### src/sv/assert_macros.svh
// Assertion helpers shared by the RTL files.
// Every macro samples on the rising edge of clk and is held off while arst_n is low.
`ifndef ASSERT_MACROS_SVH
`define ASSERT_MACROS_SVH

// The consequent must hold in the same cycle as the antecedent.
`define ASSERT_IMPLIES(label, ante, cons, msg) \
	label: assert property (@(posedge clk) disable iff (!arst_n) (ante) |-> (cons)) \
		else $error(msg);

// The consequent must hold in the cycle after the antecedent.
`define ASSERT_NEXT(label, ante, cons, msg) \
	label: assert property (@(posedge clk) disable iff (!arst_n) (ante) |=> (cons)) \
		else $error(msg);

`endif

### src/sv/rcspb_pkg.sv
`timescale 1ns / 1ps
// ----------------------------------------------------------------------------
// rcspb_pkg
// Shared constants, control types and the microcode program of the stick
// packet builder.
// ----------------------------------------------------------------------------
package rcspb_pkg;

	localparam int PAYLOAD_BYTES = 12;
	localparam int HOP_COUNT     = 3;
	localparam logic [3:0] LAST_IDX = 4'(PAYLOAD_BYTES - 1);
	localparam logic [1:0] HOP_LAST = 2'(HOP_COUNT - 1);

	// Command codes on the op field.
	localparam logic [1:0] OP_TICK       = 2'd0;
	localparam logic [1:0] OP_START_DATA = 2'd1;
	localparam logic [1:0] OP_START_BIND = 2'd2;

	// Configuration register indexes.
	localparam int CFG_IDX_W = 3;
	localparam logic [CFG_IDX_W-1:0] CFG_STICK_MIN    = 3'd0;
	localparam logic [CFG_IDX_W-1:0] CFG_STICK_MAX    = 3'd1;
	localparam logic [CFG_IDX_W-1:0] CFG_TX_ADDRESS   = 3'd2;
	localparam logic [CFG_IDX_W-1:0] CFG_HOP_CHANNELS = 3'd3;
	localparam logic [CFG_IDX_W-1:0] CFG_BIND_PACKETS = 3'd4;

	// Register values after reset.
	localparam logic [15:0] RST_STICK_MIN    = 16'hD8F0;
	localparam logic [14:0] RST_STICK_MAX    = 15'd10000;
	localparam logic [39:0] RST_TX_ADDRESS   = 40'd308318750283;
	localparam logic [23:0] RST_HOP_CHANNELS = 24'd1582647;
	localparam logic [15:0] RST_BIND_PACKETS = 16'd250;

	// Payload constants.
	localparam logic [7:0] NEUTRAL_RUDDER = 8'h7a;
	localparam logic [7:0] NEUTRAL_PITCH  = 8'h88;
	localparam logic [7:0] FILLER         = 8'h1e;
	localparam logic [7:0] SEED_BIND      = 8'h3a;
	localparam logic [7:0] SEED_DATA      = 8'h9c;
	localparam logic [7:0] FULL_SCALE     = 8'hff;

	// Divider: one quotient bit per step.
	localparam int DIV_STEPS = 8;
	localparam int CNT_W     = $clog2(DIV_STEPS);
	localparam logic [CNT_W-1:0] CNT_LOAD = CNT_W'(DIV_STEPS - 1);

	// Program steps.
	localparam int STEP_W = 5;
	localparam logic [STEP_W-1:0] S_IDLE     = 5'd0;
	localparam logic [STEP_W-1:0] S_DISPATCH = 5'd1;
	localparam logic [STEP_W-1:0] S_COMMIT   = 5'd18;
	localparam logic [STEP_W-1:0] S_EMIT     = 5'd19;

	// Sequencer jump conditions.
	localparam logic [2:0] C_NEXT = 3'd0; // fall through
	localparam logic [2:0] C_GO   = 3'd1; // hold until a tick is taken
	localparam logic [2:0] C_BIND = 3'd2; // jump when in bind mode
	localparam logic [2:0] C_LOOP = 3'd3; // repeat while the loop count is nonzero
	localparam logic [2:0] C_EMIT = 3'd4; // hold per byte, jump after the last byte
	localparam logic [2:0] C_JUMP = 3'd5; // jump unconditionally

	// Datapath actions.
	localparam logic [2:0] A_NONE   = 3'd0;
	localparam logic [2:0] A_SETUP  = 3'd1;
	localparam logic [2:0] A_MUL    = 3'd2;
	localparam logic [2:0] A_DIV    = 3'd3;
	localparam logic [2:0] A_STORE  = 3'd4;
	localparam logic [2:0] A_COMMIT = 3'd5;
	localparam logic [2:0] A_EMIT   = 3'd6;

	typedef struct packed {
		logic [2:0]        cond;
		logic [STEP_W-1:0] target;
		logic [2:0]        act;
		logic [1:0]        sel;
		logic              load_cnt;
	} ucode_t;

	typedef struct packed {
		logic       idle;
		logic [2:0] act;
		logic [1:0] sel;
	} ctl_t;

	typedef struct packed {
		logic go;
		logic bind_mode;
		logic out_free;
		logic last_byte;
	} status_t;

	function automatic ucode_t uword(input logic [2:0] cond, input logic [STEP_W-1:0] target,
		input logic [2:0] act, input logic [1:0] sel, input logic load_cnt);
		ucode_t w;
		w.cond     = cond;
		w.target   = target;
		w.act      = act;
		w.sel      = sel;
		w.load_cnt = load_cnt;
		return w;
	endfunction

	// Each stick takes setup, multiply, an eight step divide loop and a store.
	function automatic ucode_t ucode_rom(input logic [STEP_W-1:0] step);
		ucode_t w;
		case (step)
			5'd0:  w = uword(C_GO,   S_IDLE,   A_NONE,   2'd0, 1'b0);
			5'd1:  w = uword(C_BIND, S_COMMIT, A_NONE,   2'd0, 1'b0);
			5'd2:  w = uword(C_NEXT, S_IDLE,   A_SETUP,  2'd0, 1'b0);
			5'd3:  w = uword(C_NEXT, S_IDLE,   A_MUL,    2'd0, 1'b1);
			5'd4:  w = uword(C_LOOP, S_IDLE,   A_DIV,    2'd0, 1'b0);
			5'd5:  w = uword(C_NEXT, S_IDLE,   A_STORE,  2'd0, 1'b0);
			5'd6:  w = uword(C_NEXT, S_IDLE,   A_SETUP,  2'd1, 1'b0);
			5'd7:  w = uword(C_NEXT, S_IDLE,   A_MUL,    2'd1, 1'b1);
			5'd8:  w = uword(C_LOOP, S_IDLE,   A_DIV,    2'd1, 1'b0);
			5'd9:  w = uword(C_NEXT, S_IDLE,   A_STORE,  2'd1, 1'b0);
			5'd10: w = uword(C_NEXT, S_IDLE,   A_SETUP,  2'd2, 1'b0);
			5'd11: w = uword(C_NEXT, S_IDLE,   A_MUL,    2'd2, 1'b1);
			5'd12: w = uword(C_LOOP, S_IDLE,   A_DIV,    2'd2, 1'b0);
			5'd13: w = uword(C_NEXT, S_IDLE,   A_STORE,  2'd2, 1'b0);
			5'd14: w = uword(C_NEXT, S_IDLE,   A_SETUP,  2'd3, 1'b0);
			5'd15: w = uword(C_NEXT, S_IDLE,   A_MUL,    2'd3, 1'b1);
			5'd16: w = uword(C_LOOP, S_IDLE,   A_DIV,    2'd3, 1'b0);
			5'd17: w = uword(C_NEXT, S_IDLE,   A_STORE,  2'd3, 1'b0);
			5'd18: w = uword(C_NEXT, S_IDLE,   A_COMMIT, 2'd0, 1'b0);
			5'd19: w = uword(C_EMIT, S_IDLE,   A_EMIT,   2'd0, 1'b0);
			default: w = uword(C_JUMP, S_IDLE, A_NONE,   2'd0, 1'b0);
		endcase
		return w;
	endfunction

endpackage

### src/sv/rcspb_seq.sv
`timescale 1ns / 1ps
// ----------------------------------------------------------------------------
// rcspb_seq
// Microcode sequencer: step counter, program table lookup, loop counter
// and conditional jumps.
// ----------------------------------------------------------------------------
module rcspb_seq (
	input  logic              clk,
	input  logic              arst_n,
	input  rcspb_pkg::status_t status,
	output rcspb_pkg::ctl_t    ctl
);

	logic [rcspb_pkg::STEP_W-1:0] step_q;
	logic [rcspb_pkg::STEP_W-1:0] step_d;
	logic [rcspb_pkg::STEP_W-1:0] step_inc;
	logic [rcspb_pkg::CNT_W-1:0]  cnt_q;
	rcspb_pkg::ucode_t            word;

	assign word     = rcspb_pkg::ucode_rom(step_q);
	assign step_inc = step_q + rcspb_pkg::STEP_W'(1);

	always_comb begin
		case (word.cond)
			rcspb_pkg::C_NEXT: step_d = step_inc;
			rcspb_pkg::C_GO:   step_d = status.go ? step_inc : step_q;
			rcspb_pkg::C_BIND: step_d = status.bind_mode ? word.target : step_inc;
			rcspb_pkg::C_LOOP: step_d = (cnt_q != '0) ? step_q : step_inc;
			rcspb_pkg::C_EMIT: step_d = (status.out_free && status.last_byte) ? word.target : step_q;
			rcspb_pkg::C_JUMP: step_d = word.target;
			default:           step_d = rcspb_pkg::S_IDLE;
		endcase
	end

	always_ff @(posedge clk or negedge arst_n) begin
		if (!arst_n) begin
			step_q <= rcspb_pkg::S_IDLE;
			cnt_q  <= '0;
		end else begin
			step_q <= step_d;
			if (word.load_cnt) begin
				cnt_q <= rcspb_pkg::CNT_LOAD;
			end else if (word.cond == rcspb_pkg::C_LOOP && cnt_q != '0) begin
				cnt_q <= cnt_q - rcspb_pkg::CNT_W'(1);
			end
		end
	end

	assign ctl.idle = (step_q == rcspb_pkg::S_IDLE);
	assign ctl.act  = word.act;
	assign ctl.sel  = word.sel;

endmodule

### src/sv/rcspb_scale.sv
`timescale 1ns / 1ps
// ----------------------------------------------------------------------------
// rcspb_scale
// Stick scaling datapath: clamp and span selection, one multiplier and a
// restoring divider that yields one quotient bit per step.
// ----------------------------------------------------------------------------
module rcspb_scale (
	input  logic               clk,
	input  rcspb_pkg::ctl_t    ctl,
	input  logic signed [15:0] stick [4],
	input  logic signed [15:0] lo,
	input  logic [14:0]        hi,
	output logic [7:0]         result
);

	logic signed [16:0] v;
	logic signed [16:0] lo_x;
	logic signed [16:0] hi_x;
	logic signed [16:0] vc;
	logic signed [16:0] diff;
	logic signed [16:0] den;
	logic [7:0]         mid;
	logic [7:0]         factor;
	logic [7:0]         off;

	logic [15:0] diff_q;
	logic [15:0] den_q;
	logic [7:0]  factor_q;
	logic [7:0]  off_q;
	logic [23:0] rem_q;
	logic [23:0] den_sh_q;
	logic [7:0]  quo_q;
	logic        ge;

	assign v    = {stick[ctl.sel][15], stick[ctl.sel]};
	assign lo_x = {lo[15], lo};
	assign hi_x = {2'b00, hi};
	assign mid  = (ctl.sel == 2'd1) ? rcspb_pkg::NEUTRAL_RUDDER : rcspb_pkg::NEUTRAL_PITCH;

	// Throttle spans the whole range; the other sticks split at zero around a neutral.
	always_comb begin
		if (ctl.sel == 2'd0) begin
			vc     = (v < lo_x) ? lo_x : ((v > hi_x) ? hi_x : v);
			diff   = vc - lo_x;
			den    = hi_x - lo_x;
			factor = rcspb_pkg::FULL_SCALE;
			off    = 8'd0;
		end else if (v <= 17'sd0) begin
			vc     = (v < lo_x) ? lo_x : v;
			diff   = vc - lo_x;
			den    = -lo_x;
			factor = mid;
			off    = 8'd0;
		end else begin
			vc     = (v > hi_x) ? hi_x : v;
			diff   = vc;
			den    = hi_x;
			factor = rcspb_pkg::FULL_SCALE - mid;
			off    = mid;
		end
	end

	assign ge = (rem_q >= den_sh_q);

	// The product never exceeds 255 times the span, so eight quotient bits suffice.
	always_ff @(posedge clk) begin
		case (ctl.act)
			rcspb_pkg::A_SETUP: begin
				diff_q   <= diff[15:0];
				den_q    <= den[15:0];
				factor_q <= factor;
				off_q    <= off;
			end
			rcspb_pkg::A_MUL: begin
				rem_q    <= {16'd0, factor_q} * {8'd0, diff_q};
				den_sh_q <= {1'b0, den_q, 7'd0};
				quo_q    <= 8'd0;
			end
			rcspb_pkg::A_DIV: begin
				rem_q    <= ge ? (rem_q - den_sh_q) : rem_q;
				den_sh_q <= den_sh_q >> 1;
				quo_q    <= {quo_q[6:0], ge};
			end
			default: begin
			end
		endcase
	end

	assign result = quo_q + off_q;

endmodule

### src/sv/rc_stick_packet_builder.sv
`timescale 1ns / 1ps
// ----------------------------------------------------------------------------
// rc_stick_packet_builder
// Builds one 12-byte radio-control payload per tick and streams it out a
// byte at a time.
// ----------------------------------------------------------------------------
// Usage:
// The command channel (cmd_valid/cmd_stall) carries op and the four stick
// values. A tick (op 0) yields twelve byte transfers on the byte channel
// (byte_valid/byte_stall), with last on byte 11. Ops 1 and 2 restart the hop
// sequence in data or bind mode and yield nothing; op 3 is ignored.
// Registers are written over cfg_valid/cfg_ready/cfg_index/cfg_data; the user
// must write them only while no packet is in flight, which the block itself
// does not enforce; cfg_ready is always high. A data tick runs setup,
// multiply, eight divide steps and a store for each of the four sticks,
// then commits the packet and emits its bytes. A bind tick skips the
// scaling and goes straight from dispatch to the commit.
// The command channel stalls while a packet is being built or sent.
// A stall on the byte channel holds the current byte and pauses the
// sequencer, so no byte is lost. Reset restores the register defaults,
// enters data mode and clears the hop index and packet counter.
// ----------------------------------------------------------------------------
`include "assert_macros.svh"

module rc_stick_packet_builder (
	input  logic                                clk,
	input  logic                                arst_n,
	input  logic                                cmd_valid,
	output logic                                cmd_stall,
	input  logic [1:0]                          op,
	input  logic signed [15:0]                  throttle,
	input  logic signed [15:0]                  rudder,
	input  logic signed [15:0]                  elevator,
	input  logic signed [15:0]                  aileron,
	output logic                                byte_valid,
	input  logic                                byte_stall,
	output logic [7:0]                          payload_byte,
	output logic [3:0]                          byte_index,
	output logic                                last,
	output logic [7:0]                          rf_channel,
	output logic                                channel_change,
	output logic                                is_bind,
	output logic                                bind_finished,
	input  logic                                cfg_valid,
	output logic                                cfg_ready,
	input  logic [rcspb_pkg::CFG_IDX_W-1:0]     cfg_index,
	input  logic [39:0]                         cfg_data
);

	rcspb_pkg::ctl_t    ctl;
	rcspb_pkg::status_t status;

	logic [15:0] stick_min_q;
	logic [14:0] stick_max_q;
	logic [39:0] tx_address_q;
	logic [23:0] hop_channels_q;
	logic [15:0] bind_packets_q;

	logic        in_bind_q;
	logic [15:0] bind_remaining_q;
	logic [1:0]  hop_index_q;
	logic [7:0]  packet_count_q;

	logic signed [15:0] stick_q [4];
	logic [7:0]         pkt_q [4];
	logic [7:0]         count_byte_q;
	logic               pkt_bind_q;
	logic               pkt_fin_q;
	logic [7:0]         pkt_rf_q;
	logic [7:0]         sum_q;
	logic [3:0]         idx_q;

	logic               byte_valid_q;
	logic [7:0]         payload_byte_q;
	logic [3:0]         byte_index_q;
	logic               last_q;
	logic [7:0]         rf_channel_q;
	logic               channel_change_q;
	logic               is_bind_q;
	logic               bind_finished_q;

	logic               cmd_take;
	logic signed [15:0] lo_eff;
	logic [14:0]        hi_eff;
	logic [7:0]         scaled;
	logic [1:0]         hop_k;
	logic [7:0]         hop_sel;
	logic [15:0]        bind_dec;
	logic [7:0]         asm_byte;
	logic [7:0]         out_byte;
	logic               emit_fire;

	assign cmd_stall = !ctl.idle;
	assign cmd_take  = cmd_valid && !cmd_stall;
	assign cfg_ready = 1'b1;

	assign status.go        = cmd_take && (op == rcspb_pkg::OP_TICK);
	assign status.bind_mode = in_bind_q;
	assign status.out_free  = !byte_valid_q || !byte_stall;
	assign status.last_byte = (idx_q == rcspb_pkg::LAST_IDX);

	assign emit_fire = (ctl.act == rcspb_pkg::A_EMIT) && status.out_free;

	rcspb_seq u_seq (
		.clk    (clk),
		.arst_n (arst_n),
		.status (status),
		.ctl    (ctl)
	);

	// A non-negative minimum acts as -1 and a zero maximum as 1.
	assign lo_eff = stick_min_q[15] ? $signed(stick_min_q) : -16'sd1;
	assign hi_eff = (stick_max_q == 15'd0) ? 15'd1 : stick_max_q;

	rcspb_scale u_scale (
		.clk    (clk),
		.ctl    (ctl),
		.stick  (stick_q),
		.lo     (lo_eff),
		.hi     (hi_eff),
		.result (scaled)
	);

	// Configuration registers.
	always_ff @(posedge clk or negedge arst_n) begin
		if (!arst_n) begin
			stick_min_q    <= rcspb_pkg::RST_STICK_MIN;
			stick_max_q    <= rcspb_pkg::RST_STICK_MAX;
			tx_address_q   <= rcspb_pkg::RST_TX_ADDRESS;
			hop_channels_q <= rcspb_pkg::RST_HOP_CHANNELS;
			bind_packets_q <= rcspb_pkg::RST_BIND_PACKETS;
		end else if (cfg_valid && cfg_ready) begin
			case (cfg_index)
				rcspb_pkg::CFG_STICK_MIN:    stick_min_q    <= cfg_data[15:0];
				rcspb_pkg::CFG_STICK_MAX:    stick_max_q    <= cfg_data[14:0];
				rcspb_pkg::CFG_TX_ADDRESS:   tx_address_q   <= cfg_data;
				rcspb_pkg::CFG_HOP_CHANNELS: hop_channels_q <= cfg_data[23:0];
				rcspb_pkg::CFG_BIND_PACKETS: bind_packets_q <= cfg_data[15:0];
				default: begin
				end
			endcase
		end
	end

	// Hop selection; an index past the table restarts at table entry 0.
	assign hop_k = (hop_index_q > rcspb_pkg::HOP_LAST) ? 2'd0 : hop_index_q;

	always_comb begin
		case (hop_k)
			2'd0:    hop_sel = hop_channels_q[23:16];
			2'd1:    hop_sel = hop_channels_q[15:8];
			2'd2:    hop_sel = hop_channels_q[7:0];
			default: hop_sel = hop_channels_q[23:16];
		endcase
	end

	assign bind_dec = bind_remaining_q - 16'd1;

	// Mode and counter state.
	always_ff @(posedge clk or negedge arst_n) begin
		if (!arst_n) begin
			in_bind_q        <= 1'b0;
			bind_remaining_q <= 16'd0;
			hop_index_q      <= 2'd0;
			packet_count_q   <= 8'd0;
		end else if (cmd_take && op == rcspb_pkg::OP_START_DATA) begin
			hop_index_q <= 2'd0;
			in_bind_q   <= 1'b0;
		end else if (cmd_take && op == rcspb_pkg::OP_START_BIND) begin
			hop_index_q      <= 2'd0;
			in_bind_q        <= 1'b1;
			bind_remaining_q <= bind_packets_q;
		end else if (ctl.act == rcspb_pkg::A_COMMIT) begin
			if (in_bind_q) begin
				bind_remaining_q <= bind_dec;
				if (bind_dec == 16'd0) begin
					in_bind_q <= 1'b0;
				end
			end else begin
				packet_count_q <= packet_count_q + 8'd1;
				hop_index_q    <= (hop_k == rcspb_pkg::HOP_LAST) ? 2'd0 : hop_k + 2'd1;
			end
		end
	end

	// Packet working registers.
	always_ff @(posedge clk) begin
		if (cmd_take) begin
			stick_q[0] <= throttle;
			stick_q[1] <= rudder;
			stick_q[2] <= elevator;
			stick_q[3] <= aileron;
		end
		if (ctl.act == rcspb_pkg::A_STORE) begin
			pkt_q[ctl.sel] <= scaled;
		end
		if (ctl.act == rcspb_pkg::A_COMMIT) begin
			pkt_bind_q   <= in_bind_q;
			pkt_fin_q    <= in_bind_q && (bind_dec == 16'd0);
			pkt_rf_q     <= in_bind_q ? 8'd0 : (hop_sel + {hop_sel[6:0], 1'b0});
			count_byte_q <= packet_count_q;
			sum_q        <= in_bind_q ? rcspb_pkg::SEED_BIND : rcspb_pkg::SEED_DATA;
			idx_q        <= 4'd0;
		end else if (emit_fire) begin
			sum_q <= sum_q + asm_byte;
			idx_q <= idx_q + 4'd1;
		end
	end

	// Payload byte at the current position; the checksum slot is taken from sum_q.
	always_comb begin
		if (pkt_bind_q) begin
			case (idx_q)
				4'd0:    asm_byte = tx_address_q[39:32];
				4'd1:    asm_byte = tx_address_q[31:24];
				4'd2:    asm_byte = tx_address_q[23:16];
				4'd3:    asm_byte = tx_address_q[15:8];
				4'd4:    asm_byte = hop_channels_q[23:16];
				4'd5:    asm_byte = hop_channels_q[15:8];
				4'd6:    asm_byte = hop_channels_q[7:0];
				4'd7:    asm_byte = rcspb_pkg::FILLER;
				4'd10:   asm_byte = tx_address_q[7:0];
				default: asm_byte = 8'd0;
			endcase
		end else begin
			case (idx_q)
				4'd0, 4'd1, 4'd2, 4'd3: asm_byte = pkt_q[idx_q[1:0]];
				4'd4, 4'd5, 4'd6, 4'd7: asm_byte = rcspb_pkg::FILLER;
				4'd10:   asm_byte = count_byte_q;
				default: asm_byte = 8'd0;
			endcase
		end
	end

	assign out_byte = (idx_q == rcspb_pkg::LAST_IDX) ? sum_q : asm_byte;

	// Output register.
	always_ff @(posedge clk or negedge arst_n) begin
		if (!arst_n) begin
			byte_valid_q <= 1'b0;
		end else if (emit_fire) begin
			byte_valid_q <= 1'b1;
		end else if (!byte_stall) begin
			byte_valid_q <= 1'b0;
		end
	end

	always_ff @(posedge clk) begin
		if (emit_fire) begin
			payload_byte_q   <= out_byte;
			byte_index_q     <= idx_q;
			last_q           <= (idx_q == rcspb_pkg::LAST_IDX);
			rf_channel_q     <= pkt_rf_q;
			channel_change_q <= !pkt_bind_q;
			is_bind_q        <= pkt_bind_q;
			bind_finished_q  <= pkt_fin_q;
		end
	end

	assign byte_valid     = byte_valid_q;
	assign payload_byte   = payload_byte_q;
	assign byte_index     = byte_index_q;
	assign last           = last_q;
	assign rf_channel     = rf_channel_q;
	assign channel_change = channel_change_q;
	assign is_bind        = is_bind_q;
	assign bind_finished  = bind_finished_q;

	`ASSERT_NEXT(a_tick_busy, cmd_valid && !cmd_stall && op == rcspb_pkg::OP_TICK, cmd_stall, "tick transfer did not start a packet")
	`ASSERT_NEXT(a_bytes_contiguous, byte_valid && !byte_stall && !last, byte_valid, "gap inside a packet")
	`ASSERT_IMPLIES(a_bind_no_hop, byte_valid && is_bind, !channel_change && rf_channel == 8'd0, "bind packet carries a channel change")
	`ASSERT_IMPLIES(a_finish_in_bind, byte_valid && bind_finished, is_bind, "bind end flagged on a data packet")

endmodule
### config.mk
export PLATFORM = sky130hd
export DESIGN_NAME = rc_stick_packet_builder
export DESIGN_NICKNAME = d
export VERILOG_FILES = /design/src/sv/rcspb_pkg.sv /design/src/sv/rcspb_seq.sv /design/src/sv/rcspb_scale.sv /design/src/sv/rc_stick_packet_builder.sv
export VERILOG_INCLUDE_DIRS = /design/src /design/src/sv
export SDC_FILE = /design/constraint.sdc
export NUM_CORES = 1
export LEC_CHECK = 0
export CAP_MARGIN = 10
export CORE_MARGIN = 4
export CORE_UTILIZATION = 70
export DETAILED_ROUTE_END_ITERATION = 7
export DONT_BUFFER_PORTS = 1
export PLACE_DENSITY = 0.89
export SYNTH_ARGS = -nofsm -noshare
export SYNTH_HDL_FRONTEND = slang
export SYNTH_SLANG_ARGS = --single-unit
### constraint.sdc
create_clock -name clk -period 17.2 [get_ports clk]
set_input_delay 0.86 -clock clk [delete_from_list [all_inputs] [get_ports clk]]
set_output_delay 0.86 -clock clk [all_outputs]
set_load 0.01 [all_outputs]
After elaboration in Yosys (flattened, before gate mapping)
Memories as Yosys holds them, arrays and structs flattened. A register that Yosys moved wholly into a read port is not among the register bits.
Cells that the tools add are included.
{ "totals": {"reg_bits": 369, "latch_bits": 0, "mem_bits_rw": 32, "mem_bits_ro": 352, "input_bits": 114, "out_inout_bits": 27, "n_memories": 2} }
{ "classes": {"addsub": 15, "multipliers": 1, "div_mod_pow": 0, "order_cmp": 6, "eq_ne": 35, "shift": 0, "mux": 53, "n_bitwise": 4, "n_reduce_logical": 41} }
{ "memory_table": {"columns": ["memory", "depth", "width", "rd", "rd_ports_with_merged_regs", "write_ports", "line_no", "text"], "rows": [
  ["(no name shown)", 32, 11, 1, 0, 0, "rcspb_pkg.sv:106", "case (step)"],
  ["pkt_q", 4, 8, 1, 1, 1, "rc_stick_packet_builder.sv:65", "logic [7:0] pkt_q [4];"]
]} }
{ "op_table": {"columns": ["op", "n"], "rows": [
  ["16-bit two-way mux", 12],
  ["24-bit one-hot mux with 2 select lines", 2],
  ["8-bit one-hot mux with 9 select lines", 1],
  ["8-bit two-way mux", 7],
  ["16-bit subtractor", 3],
  ["16-bit binary-select mux with 2-bit select", 1],
  ["8-bit one-hot mux with 2 select lines", 2],
  ["15-bit two-way mux", 2],
  ["5-bit one-hot mux with 6 select lines", 1],
  ["8-bit adder", 3],
  ["24-bit greater-or-equal comparator", 1],
  ["8-bit by 16-bit multiplier with 24-bit output", 1],
  ["24-bit two-way mux", 1],
  ["8-bit one-hot mux with 3 select lines", 1],
  ["24-bit subtractor", 1],
  ["5-bit two-way mux", 4],
  ["3-bit by 2-bit == test with 1-bit output, second input constant", 6],
  ["3-bit == test, second input constant", 6],
  ["4-bit by 3-bit == test with 1-bit output, second input constant", 4],
  ["16-bit greater-than comparator", 1],
  ["16-bit by 1-bit <= comparator with 1-bit output, second input constant", 1],
  ["16-bit logical NOT", 1],
  ["16-bit < comparator", 1],
  ["2-bit two-way mux", 8],
  ["other kinds (38)", 84]
]} }

Logic depth before layout (Yosys ltp)
An unclocked memory read counts as a cell.
{ "depth": {"ltp_word": 10, "mapped_depth": 32, "mapped_depth_nobuf": 29} }

By module
From an unflattened synthesis, not the netlist that was laid out.
{ "unflattened": {"hier_cells": 2432, "area_unflattened_um2": 26467.9} }
{ "by_module_without_submodules": {"columns": ["mod", "instances", "cells_per_inst", "area_each_um2", "seq_area_each_um2"], "rows": [
  ["rcspb_scale", 1, 1432, 12948.7, 2822.7],
  ["rc_stick_packet_builder", 1, 890, 12542.0, 8044.0],
  ["rcspb_seq", 1, 110, 977.2, 200.2]
]} }

Least setup slack after synthesis
OpenSTA, ideal clock, no wires.
{ "synth_path": {"path_type": "flip-flop to flip-flop", "start": "register u_seq.step_q[2] (netlist bit)", "end": "register u_scale.diff_q[13], data pin", "setup_time_ps": 261, "arrival_ps": 6143, "required_time_ps": 16939, "path_slack_ps": 10796, "stages_incl_launch_ff": 30, "n_path_buf": 3, "synth_period_minus_slack_ps": 6404, "cell_sequence": "dfrtp_1 > inv_1 > ha_1 > nor4b_4 > clkbuf_1 > o21ai_0 > o2111ai_1 > ha_1 > a21o_1 > a21oi_1 > nor2b_1 > o21ai_0 > nand2_1 > o221ai_1 > a21oi_1 > o41ai_1 > ha_1 > clkbuf_1 > inv_1 > clkbuf_1 > mux2i_1 > ha_1 > o21a_1 > o31ai_1 > a211oi_1 > nor3_1 > o41ai_1 > nand2_1 > nor3b_1 > a311o_1"} }
{ "synth_between": {"elab_chain_len": 10} }
{ "synth_rtl": {"columns": ["item", "line_no", "text"], "rows": [
  ["start, declared", "rcspb_seq.sv:14", "logic [rcspb_pkg::STEP_W-1:0] step_q;"],
  ["start signal, assigned", "rcspb_seq.sv:37", "step_q <= rcspb_pkg::S_IDLE;"],
  ["start signal, assigned", "rcspb_seq.sv:40", "step_q <= step_d;"],
  ["memory 32 x 11 bit *", null, null],
  ["2-bit NOT with 3-bit output (implied by the code)", "rcspb_scale.sv:35", "assign v = {stick[ctl.sel][15], stick[ctl.sel]};"],
  ["16-bit binary-select mux with 2-bit select", "rcspb_scale.sv:35", null],
  ["16-bit two-way mux (implied by the code) (2 in series)", "rcspb_scale.sv:35", null],
  ["16-bit < comparator or 16-bit greater-than comparator (tied branches)", "rcspb_scale.sv:43, rcspb_scale.sv:49, rcspb_scale.sv:55", null],
  ["16-bit two-way mux, on equally long branches", "rcspb_scale.sv:49, rcspb_scale.sv:43, rcspb_scale.sv:55", null],
  ["16-bit subtractor or 16-bit two-way mux (tied branches)", "rcspb_scale.sv:50, rcspb_scale.sv:43", null],
  ["16-bit two-way mux or 16-bit subtractor (tied branches)", "rcspb_scale.sv:48, rcspb_scale.sv:44", null],
  ["16-bit two-way mux *", "rcspb_scale.sv:42", "if (ctl.sel == 2'd0) begin"],
  ["net u_scale.diff[13]", "rcspb_scale.sv:20", "logic signed [16:0] diff;"],
  ["end signal, assigned", "rcspb_scale.sv:69", "diff_q <= diff[15:0];"],
  ["end, declared", "rcspb_scale.sv:26", "logic [15:0] diff_q;"]
]} }
The timed path passes the listed nets; every way through them passes the cells marked *. The select of a mux whose other input is x is not followed.
A chain may end at the register's enable or synchronous reset.

Final worst setup path
{ "layout_path": {"start": "register u_seq.step_q[2] (netlist bit)", "end": "register u_scale.diff_q[14], data pin"} }
Same word-level chain as after synthesis.

==> flow_summary.rst <==
.. list-table::
   :header-rows: 1

   * - Metric
     - Value
   * - Buffer cell driving the clock tree root
     - clkbuf_16
   * - Area share of the leading cell type in the synthesized netlist
     - between 20% and 30%
   * - Wire length per cell after detailed routing
     - around 23 um
   * - FMAX
     - between 100 and 150 MHz
   * - GR Util All Layers
     - about a third
   * - Via count of the first global-routing pass
     - around 20,000
   * - Largest stage delay on the critical path
     - 0.53 ns
   * - Worst path slowest cell
     - dfrtp_1
   * - Count of endpoints failing hold in the final timing report
     - 0
   * - Setup repair after global routing missed its margin
     - false
   * - Worst setup EP type
     - flip-flop
   * - Cell area after layout
     - 27,800 sq um
   * - Sequential area share after synthesis
     - a little over two fifths
   * - Data arrival time of the critical path
     - 8.08 ns
   * - Period minus WS final
     - 7.754 ns
   * - Net count after synthesis
     - between 2,000 and 3,000
   * - Grt ovf
     - 0
   * - Top-level I/O count
     - 141
   * - Most repeated cell in the gate-level netlist after synthesis
     - edfxtp_1
   * - Number of setup buffers added after CTS
     - 0
   * - Crit Path Class
     - flip-flop to flip-flop
   * - Layout Utilization
     - approximately three quarters
   * - FFs w/ async S/R, synth
     - 37.40%
   * - Count of port buffers added during placement
     - 0
   * - Worst slew margin relative to its limit
     - a little under a quarter
   * - Post-layout nets
     - about 2,800
   * - Clock tree from TritonCTS
     - yes
   * - First-pass iteration count of the detailed router
     - 8
   * - Post-DRT Antenna Nets
     - 0
   * - Post-Synthesis Cell Area
     - between 20,000 and 30,000 sq um
   * - Pin count of the biggest net entering global routing
     - 99
   * - Share of post-route cells with drive strength above 1
     - about an eighth
   * - Post-synthesis average cell area
     - between 10 and 15 sq um
   * - Final count of negative-setup-slack endpoints
     - 0
   * - Skew-Pair Late Insertion Delay
     - roughly 0.57 ns
   * - HPWL Detailed
     - between 40 and 50 mm
   * - Number of enable-type register cells in the synthesized netlist
     - 240
   * - Post-synth top flop
     - edfxtp_1
   * - Number of antenna violations at the first check in global routing
     - 3
   * - Slew at the pin closest to its max-slew limit
     - 1.142 ns
   * - CTS Hold Buffers Added
     - 1
   * - Mapped Cells
     - approximately 2,400
   * - Largest area contributor in the netlist
     - edfxtp_1
   * - First-iteration detailed-routing DRC count
     - ~2,200
   * - Number of levels in the clock H-tree
     - 2
   * - Final-layout fill cell count
     - 2,219
   * - Clock transition at path regs
     - about 0.070 ns
   * - Core footprint
     - ~37,000 sq um
   * - Post-Route Skew
     - 0.02667 ns
   * - Die Area
     - approximately 40,000 sq um
   * - Post-route DRC violation count
     - 0
   * - Vertical die dimension
     - 200.5 um
   * - Sort of element at the start of the critical path
     - flip-flop
   * - Flops & latches, synth
     - between 300 and 400
   * - Count of cells along the worst register-to-register path
     - 30
   * - Yosys cell types
     - 95
   * - Global-route wire length before repair
     - ~110 mm
   * - Via count
     - between 15,000 and 20,000
   * - Crit-path max FO
     - 54
   * - Number of CTS-inserted buffers
     - 41
   * - Starting Density
     - between 70% and 80%
   * - Setup TNS
     - 0 ns
   * - Top cells by count, synth
     - edfxtp_1 (240), inv_1 (214), nand2_1 (210)
   * - Placement Rows
     - 70
   * - Cells taking the most area after synthesis
     - edfxtp_1 (28%), dfrtp_1 (9.5%), ha_1 (8.9%), fa_1 (6.9%), dfstp_2 (5.0%)
   * - Final wirelength
     - between 60 and 70 mm
   * - Number of synthesis warnings
     - 0
   * - Total number of clock tree sinks
     - just under 400
   * - RD Place Congestion
     - approximately 1.0
   * - Class of the tightest hold or removal check
     - input port to async pin
   * - Status
     - finished, final reports clean
   * - Required arrival time at the worst endpoint
     - 17.53 ns
   * - Synthesis-to-finish area growth
     - 7.194%
   * - Post-detailed-route via-to-cell ratio
     - around 6.8
   * - Final cycle utilization of the critical path
     - 45.08%
   * - Number of instances resized during post-cts repair
     - 0
   * - Cell Area, Placed
     - roughly 26,000 sq um
   * - Max cap viols
     - 0
   * - Number of pins with negative max-slew slack in the final report
     - 0
   * - Width of the chip
     - about 200 um
   * - Maximum buffer depth of the clock tree
     - 3
metrics by stage:
stage               cells  worst slack (ns)  hold slack, ns
finish               2907             9.446          0.1472
floorplan            2441             10.80          0.4003
global placement     2826             9.874          0.4028
global route         2904             8.924          0.1297
detailed placement   2826             9.639          0.4125
CTS                  2903             9.582          0.1320
final timing paths:
check	start	endpoint	slack [ns]
worst max-delay path	u_seq.step_q[2]$_DFFE_PN0P_	u_scale.diff_q[14]$_DFFE_PN_	9.45
worst min-delay path	arst_n	tx_address_q[27]$_DFFE_PN1P_	0.15
worst max register to register	u_seq.step_q[2]$_DFFE_PN0P_	u_scale.diff_q[14]$_DFFE_PN_	9.45
worst min register to register	pkt_rf_q[6]$_SDFFCE_PP0P_	rf_channel[6]$_DFFE_PP_	0.42
max in group asynchronous	arst_n	bind_remaining_q[8]$_DFFE_PN0P_	16.59
min in group clk	throttle[10]	stick_q[58]$_DFFE_PP_	0.38
sequential cells by signal, indices dropped and copies added (netlist names), 4 cells and up, named ones only:
name              count
stick_q              64
tx_address_q         40
pkt_q                32
hop_channels_q       24
u_scale.rem_q        24
u_scale.den_sh_q     23
bind_packets_q       16
bind_remaining_q     16
stick_min_q          16
u_scale.den_q        16
u_scale.diff_q       16
stick_max_q          15
count_byte_q          8
packet_count_q        8
payload_byte          8
pkt_rf_q              8
rf_channel            8
sum_q                 8
u_scale.quo_q         8
u_seq.step_q          5
byte_index            4
idx_q                 4
u_scale.factor_q      4
cell usage in the layout (no fill, tap or decap), types with 36 or more instances in the layout:
cell type | Yosys | final
edfxtp_1 | 240 | 240
inv_1 | 214 | 213
nand2_1 | 210 | 209
ha_1 | 185 | 185
nor2_1 | 151 | 150
a21oi_1 | 135 | 135
o21ai_0 | 134 | 134
mux2_2 | 112 | 112
dfrtp_1 | 98 | 98
fa_1 | 90 | 90
xnor2_1 | 66 | 66
xor2_1 | 50 | 50
dfstp_2 | 49 | 49
nor3_1 | 50 | 48
clkbuf_16 | 0 | 46
nand3_1 | 39 | 39
and2_1 | 36 | 36
layout make-up:
class | instances | area, sq um | area share [%]
multi-input combinational | 1724 | 13630 | 49.04
sequential | 393 | 11070 | 39.81
clock buffer | 59 | 1260 | 4.533
inverter | 216 | 810.8 | 2.917
tap | 468 | 585.6 | 2.106
timing repair buffer | 27 | 222.7 | 0.8012
clock inverter | 17 | 212.7 | 0.7652
antenna | 3 | 7.507 | 0.02701
critical path, delay by kind of cell (launching register included):
kind	cells	cell delay (ns)
compound gates	15	3.46
fa+ha+maj	5	1.76
buf+inv	4	1.12
flops	1	0.53
simple gates	4	0.41
mux	1	0.14
xor+xnor	1	0.08
routing by layer:
layer,part of all wire (%),track usage (%),vias to the layer above
met5,0.025,0,-
met4,5.1,14.31,2
met3,11,8.110,309
met2,47,53.69,1279
met1,37,42.01,9494
li1,-,-,8662
kinds of logic (layout without fill, tap and decap cells):
logic type | Yosys count | after routing | synth area share [%]
fa+ha+maj | 275 | 275 | 15.87
simple gates | 642 | 642 | 12.15
flops | 393 | 393 | 42.68
xor+xnor | 116 | 116 | 3.918
mux | 153 | 153 | 6.880
compound gates | 537 | 537 | 13.47
other cells | 1 | 4 | 0.01446
buf+inv | 324 | 319 | 5.018
Power is left out: the tool's default activity adds up to more than one toggle a clock period on the data nets, which glitch-free logic cannot reach.
